<file path="src/rtl/byte_entropy_estimator_top_assert.svh">
// Assertion macros for the byte entropy estimator.
`ifndef BYTE_ENTROPY_ESTIMATOR_TOP_ASSERT_SVH
`define BYTE_ENTROPY_ESTIMATOR_TOP_ASSERT_SVH
`ifndef NO_ASSERTIONS
`define BEE_ASSERT_IMP(label, clk, rst_n, a, c) \
    label: assert property (@(posedge clk) disable iff (!rst_n) (a) |-> (c)) \
        else $error("assertion failed");
`define BEE_ASSERT_NXT(label, clk, rst_n, a, c) \
    label: assert property (@(posedge clk) disable iff (!rst_n) (a) |=> (c)) \
        else $error("assertion failed");
`else
`define BEE_ASSERT_IMP(label, clk, rst_n, a, c)
`define BEE_ASSERT_NXT(label, clk, rst_n, a, c)
`endif
`endif

</file>
<file path="src/rtl/bee_pkg.sv">
`timescale 1ns / 1ps
// ----------------------------------------------------------------------------
// bee_pkg
// Types and constants shared by the byte entropy estimator modules.
// ----------------------------------------------------------------------------
package bee_pkg;
    localparam int COUNT_BITS_DEF = 24;
    localparam int FRAC_BITS_DEF  = 16;
    localparam int LOG_FRAC       = 24;
    localparam int BINS           = 256;
    localparam int BIN_BITS       = 8;
    localparam int ENT_W          = 20;
    localparam int TOT_W          = 24;

    typedef enum logic [3:0] {
        ST_CLEAR, ST_RUN, ST_RD, ST_SUM, ST_LOGN, ST_DIV, ST_OUT
    } t_state;

    typedef enum logic [1:0] {
        LG_IDLE, LG_NORM, LG_SQ, LG_MUL
    } t_lstate;

    // Request and response between the controller and the log unit.
    typedef struct packed {
        logic start;
    } t_log_req;

    typedef struct packed {
        logic busy;
        logic done;
    } t_log_rsp;
endpackage

</file>
<file path="src/rtl/bee_log2.sv">
`timescale 1ns / 1ps
// ----------------------------------------------------------------------------
// bee_log2
// Iterative log2 in Q.24 by leading-one search and repeated squaring, then
// multiplies the result by the argument (x*log2 x) over partial products.
// ----------------------------------------------------------------------------
module bee_log2 #(
    parameter int COUNT_BITS = 24
) (
    input  logic                        i_clk,
    input  logic                        i_rst_n,
    input  bee_pkg::t_log_req           i_req,
    input  logic [COUNT_BITS-1:0]       i_x,
    output bee_pkg::t_log_rsp           o_rsp,
    output logic [COUNT_BITS+5+24-1:0]  o_xlog
);
    localparam int LW = 5 + bee_pkg::LOG_FRAC;
    localparam int EW = $clog2(COUNT_BITS);
    localparam int PW = COUNT_BITS + LW;

    bee_pkg::t_lstate r_st, n_st;
    logic [COUNT_BITS-1:0] r_x;
    logic [EW-1:0]         r_e;
    logic [32:0]           r_m;
    logic [4:0]            r_i;
    logic [23:0]           r_frac;
    logic [LW-1:0]         r_l;
    logic [COUNT_BITS-1:0] r_xs;
    logic [65:0]           w_sq;
    logic [32:0]           w_mn;
    logic [COUNT_BITS-1:0] w_sh;

    // Normalize one bit position per cycle.
    assign w_sh = r_x >> (r_e + EW'(1));
    assign w_sq = (66'(r_m) * 66'(r_m)) >> 31;
    assign w_mn = w_sq[32:0];

    always_comb begin
        n_st = r_st;
        unique case (r_st)
            bee_pkg::LG_IDLE: if (i_req.start) n_st = bee_pkg::LG_NORM;
            bee_pkg::LG_NORM: if (w_sh == '0 || 32'(r_e) == COUNT_BITS - 1)
                n_st = bee_pkg::LG_SQ;
            bee_pkg::LG_SQ:   if (r_i == 5'd23) n_st = bee_pkg::LG_MUL;
            bee_pkg::LG_MUL:  if (r_xs == '0) n_st = bee_pkg::LG_IDLE;
            default:          n_st = bee_pkg::LG_IDLE;
        endcase
    end

    always_ff @(posedge i_clk) begin
        if (!i_rst_n) begin
            r_st <= bee_pkg::LG_IDLE;
        end else begin
            r_st <= n_st;
            unique case (r_st)
                bee_pkg::LG_IDLE: begin
                    r_x <= i_x;
                    r_e <= '0;
                    r_i <= '0;
                    r_frac <= '0;
                end
                bee_pkg::LG_NORM: begin
                    if (!(w_sh == '0 || 32'(r_e) == COUNT_BITS - 1)) begin
                        r_e <= r_e + EW'(1);
                    end else begin
                        r_m <= 33'({r_x, 31'd0} >> r_e);
                    end
                end
                bee_pkg::LG_SQ: begin
                    r_i <= r_i + 5'd1;
                    if (w_mn[32]) begin
                        r_m <= w_mn >> 1;
                        r_frac <= {r_frac[22:0], 1'b1};
                    end else begin
                        r_m <= w_mn;
                        r_frac <= {r_frac[22:0], 1'b0};
                    end
                    if (r_i == 5'd23) begin
                        r_l <= (r_x <= COUNT_BITS'(1)) ? '0 :
                            {5'(r_e), r_frac[22:0], w_mn[32]};
                        r_xs <= r_x;
                    end
                end
                bee_pkg::LG_MUL: begin
                    // Shift-add multiply, eight multiplier bits per cycle.
                    r_l   <= r_l;
                    r_xs  <= r_xs >> 8;
                end
                default: ;
            endcase
        end
    end

    logic [4:0] r_sh8;
    always_ff @(posedge i_clk) begin
        if (r_st == bee_pkg::LG_SQ) r_sh8 <= '0;
        else if (r_st == bee_pkg::LG_MUL) r_sh8 <= r_sh8 + 5'd8;
    end

    logic [PW-1:0] w_term;
    assign w_term = (PW'(r_l) * PW'(r_xs[7:0])) << r_sh8;
    logic [PW-1:0] r_res;
    always_ff @(posedge i_clk) begin
        if (r_st == bee_pkg::LG_SQ) r_res <= '0;
        else if (r_st == bee_pkg::LG_MUL) r_res <= r_res + w_term;
    end

    assign o_rsp.busy = (r_st != bee_pkg::LG_IDLE);
    assign o_rsp.done = (r_st == bee_pkg::LG_MUL) && (r_xs == '0);
    assign o_xlog = r_res;
endmodule

</file>
<file path="config.mk">
export PLATFORM = sky130hd
export DESIGN_NAME = bee_log2
export DESIGN_NICKNAME = d
export VERILOG_FILES = /design/src/rtl/byte_entropy_estimator_top_assert.svh /design/src/rtl/bee_pkg.sv /design/src/rtl/bee_log2.sv
export SDC_FILE = /design/constraint.sdc
export NUM_CORES = 2
export LEC_CHECK = 0
export ABC_CLOCK_PERIOD_IN_PS = 12030
export BUFFER_PORTS_ARGS = -buffer_cell sky130_fd_sc_hd__clkbuf_2
export CORE_UTILIZATION = 62
export DETAILED_ROUTE_END_ITERATION = 12
export GPL_TIMING_DRIVEN = 0
export PLACE_DENSITY = 0.79
export SLEW_MARGIN = 20
export SYNTH_ARGS = -nofsm -noshare
export SYNTH_HDL_FRONTEND = slang
export SYNTH_SLANG_ARGS = --single-unit
</file>
<file path="constraint.sdc">
create_clock -name i_clk -period 12.03 [get_ports i_clk]
set_input_delay 1.203 -clock i_clk [delete_from_list [all_inputs] [get_ports i_clk]]
set_output_delay 1.203 -clock i_clk [all_outputs]
set_load 0.03 [all_outputs]
</file>
==> flow_metrics.env <==
export IMPL_final_hold_viol_count=0
export IMPL_synth_cells=5314
export IMPL_tritoncts="yes"
export IMPL_cts_setup_buffers=0
export IMPL_synth_edf_count=143
export IMPL_core_um2=79000
export IMPL_worst_slack_ns=1.18
export IMPL_path_common_cell="fa_1"
export IMPL_synthArstFlopShare=0
export IMPL_first_pass_iters=8
export IMPL_ys_seq_elements=200
export IMPL_drive_gt1_frac=0.0365
export IMPL_clk_latency_ns=0.49
export IMPL_worst_slew_margin_rel=0.160
export IMPL_remaining_drc_errors=0
export IMPL_status="completed"
export IMPL_cts_clk_slew_worst_paths_ns=0.09
export IMPL_synth_area_um2=49500
export IMPL_hold_path_class="reg2reg"
export IMPL_place_hpwl_um=134000
export IMPL_crit_path_end_kind="flop"
export IMPL_port_buffers=81
export IMPL_vias=39000
export IMPL_io_pins=82
export IMPL_synthToLayoutAreaGrowth_pct=5.00
export IMPL_grt_pass1_vias=41500
export IMPL_drv_slew=0
export IMPL_avgSynthCellArea_um2=9.32
export IMPL_yosysUniqueCellTypes=83
export IMPL_synthFlopType="edfxtp_1"
export IMPL_crit_arrival_ns=11.16
export IMPL_clock_sinks=200
export IMPL_drtAntennaViolNets=0
export IMPL_timing_fmax_mhz=92.2
export IMPL_grt_overflow=0
export IMPL_final_core_util=0.658
export IMPL_grt_start_max_net_pins=27
export IMPL_cts_hold_buf=0
export IMPL_critPathMaxStageDelay_ns=0.79
export IMPL_cts_buffers=17
export IMPL_nets=6840
export IMPL_timing_setup_tns_ns=0
export IMPL_maxCapViolCount=0
export IMPL_synth_warnings=0
export IMPL_clock_root_buffer="clkbuf_16"
export IMPL_grt_setup_unrepaired="false"
export IMPL_fin_crit_ns=10.85
export IMPL_drt_iter0_markers=4213
export IMPL_cp_max_fo=10
export IMPL_fp_dieW_um=285
export IMPL_htree_levels=4
export IMPL_rows=103
export IMPL_layout_commonest_cell="inv_1"
export IMPL_final_setup_skew_ns=0.0190
export IMPL_dieArea_um2=81000
export IMPL_die_y_um=285
export IMPL_cts_resized=0
export IMPL_clock_path_buffers=2
export IMPL_antenna_found_initial=8
export IMPL_crit_type="reg2reg"
export IMPL_syn_nets=6736
export IMPL_finalCritPeriodShare=0.902
export IMPL_worstMarginPinSlew_ns=1.26
export IMPL_grt_pass1_wl_um=247000
export IMPL_final_cell_mix="1173 x inv_1, 1024 x fa_1, 513 x nand2_1"
export IMPL_finalSetupViolations=0
export IMPL_post_place_ws_ns=1.56
export IMPL_start_util=0.627
export IMPL_hold_ws_ns=0.505
export IMPL_grt_usage=0.411
export IMPL_wl_per_cell_um=24.8
export IMPL_synth_seq_area_share=0.110
export IMPL_wl_um=161000
export IMPL_required_ns=12.35
export IMPL_slowest_stage="clkbuf_1"
export IMPL_via_per_inst=6.01
export IMPL_place_gp_congestion=1.06
export IMPL_cp_start_kind="flop"
==> cell families after synthesis <==
| family | share of synthesized area |
|---|---|
| AO/OA/AOI/OAI | 0.0847 |
| flip-flops | 0.110 |
| buffers and inverters | 0.107 |
| XOR/XNOR | 0.0228 |
| multiplexers | 0.0292 |
| AND/OR/NAND/NOR | 0.139 |
| adder cells (fa/ha/maj) | 0.508 |
==> through the flow <==
stage / instances / area (um2)
after global placement: 6445 / 51200
after CTS: 6481 / 52000
after floorplan: 5314 / 49500
after detailed placement: 6449 / 51400
after global routing: 6482 / 52000
final: 6486 / 52000
==> worst max-delay path, delay by kind of cell (launching register included) <==
family	cells	cell delay, ns
adder cells (fa/ha/maj)	9	4.43
buffers and inverters	8	2.14
AO/OA/AOI/OAI	7	1.83
AND/OR/NAND/NOR	4	1.08
flip-flops	1	0.76
XOR/XNOR	1	0.42
==> cell usage after synthesis (5+ instances only) <==
library cell	n	area, um2
nand4_1	31	194
mux2_2	29	327
o21a_1	22	165
or3_1	14	87.6
nor2b_1	55	344
and2_1	383	2400
a221oi_1	10	87.6
nor3_1	32	160
o221ai_1	16	140
xor2_1	51	447
nand2_1	513	1930
inv_1	1173	4400
a31oi_1	23	144
nand3_1	52	260
a21o_1	73	548
o21bai_1	31	233
a211oi_1	23	173
o21ai_0	128	641
nor4_1	15	93.8
o41ai_1	5	43.8
nand2b_1	15	93.8
a21oi_1	177	886
o22ai_1	17	106
o31ai_1	14	105
mux2i_1	78	781
dfxtp_1	57	1140
mux4_2	15	338
nor2_1	265	995
fa_1	1024	20500
a21boi_0	10	75.1
clkbuf_1	202	758
buf_1	17	63.8
and3_1	21	131
xnor2_1	78	683
clkinv_1	9	33.8
o211ai_1	18	135
or2_2	8	50.1
a211o_1	5	43.8
ha_1	371	4640
edfxtp_1	143	4290
a2111oi_0	7	61.3
==> registers in the layout, indices dropped and copies added (netlist names) <==
register	count
r_e	5
r_i	5
o_xlog	53
r_m	33
r_st	2
r_l	29
r_frac	23
r_sh8	2
r_xs	24
r_x	24
==> path summary, 6_finish.rpt <==
path,cells after the start,slack (ns),start,endpoint
min,2,0.50,o_xlog[50],o_xlog[50]
max reg2reg,29,1.18,r_m[20],r_m[25]
min reg2reg,2,0.50,o_xlog[50],o_xlog[50]
max,29,1.18,r_m[20],r_m[25]
==> routing by layer <==
metal / GRT usage / up-vias / part of all wire
met3: 0.0891 / 629 / 0.099
li1: - / 16700 / -
met1: 0.515 / 19400 / 0.36
met4: 0.246 / 12 / 0.076
met5: 0 / - / 0.00046
met2: 0.656 / 2298 / 0.46
==> final cells by class <==
type	instances	area, um2
timing repair buffer	85	500
fill	6448	27000
sequential	200	5440
clock buffer	17	425
multi-input combinational	3705	38800
tap	1050	1310
inverter	1184	4440
clock inverter	15	189
buffer	225	860
antenna	5	12.5
Power is left out: the tool's default activity adds up to more than one toggle a clock period on the data nets, which glitch-free logic cannot reach.
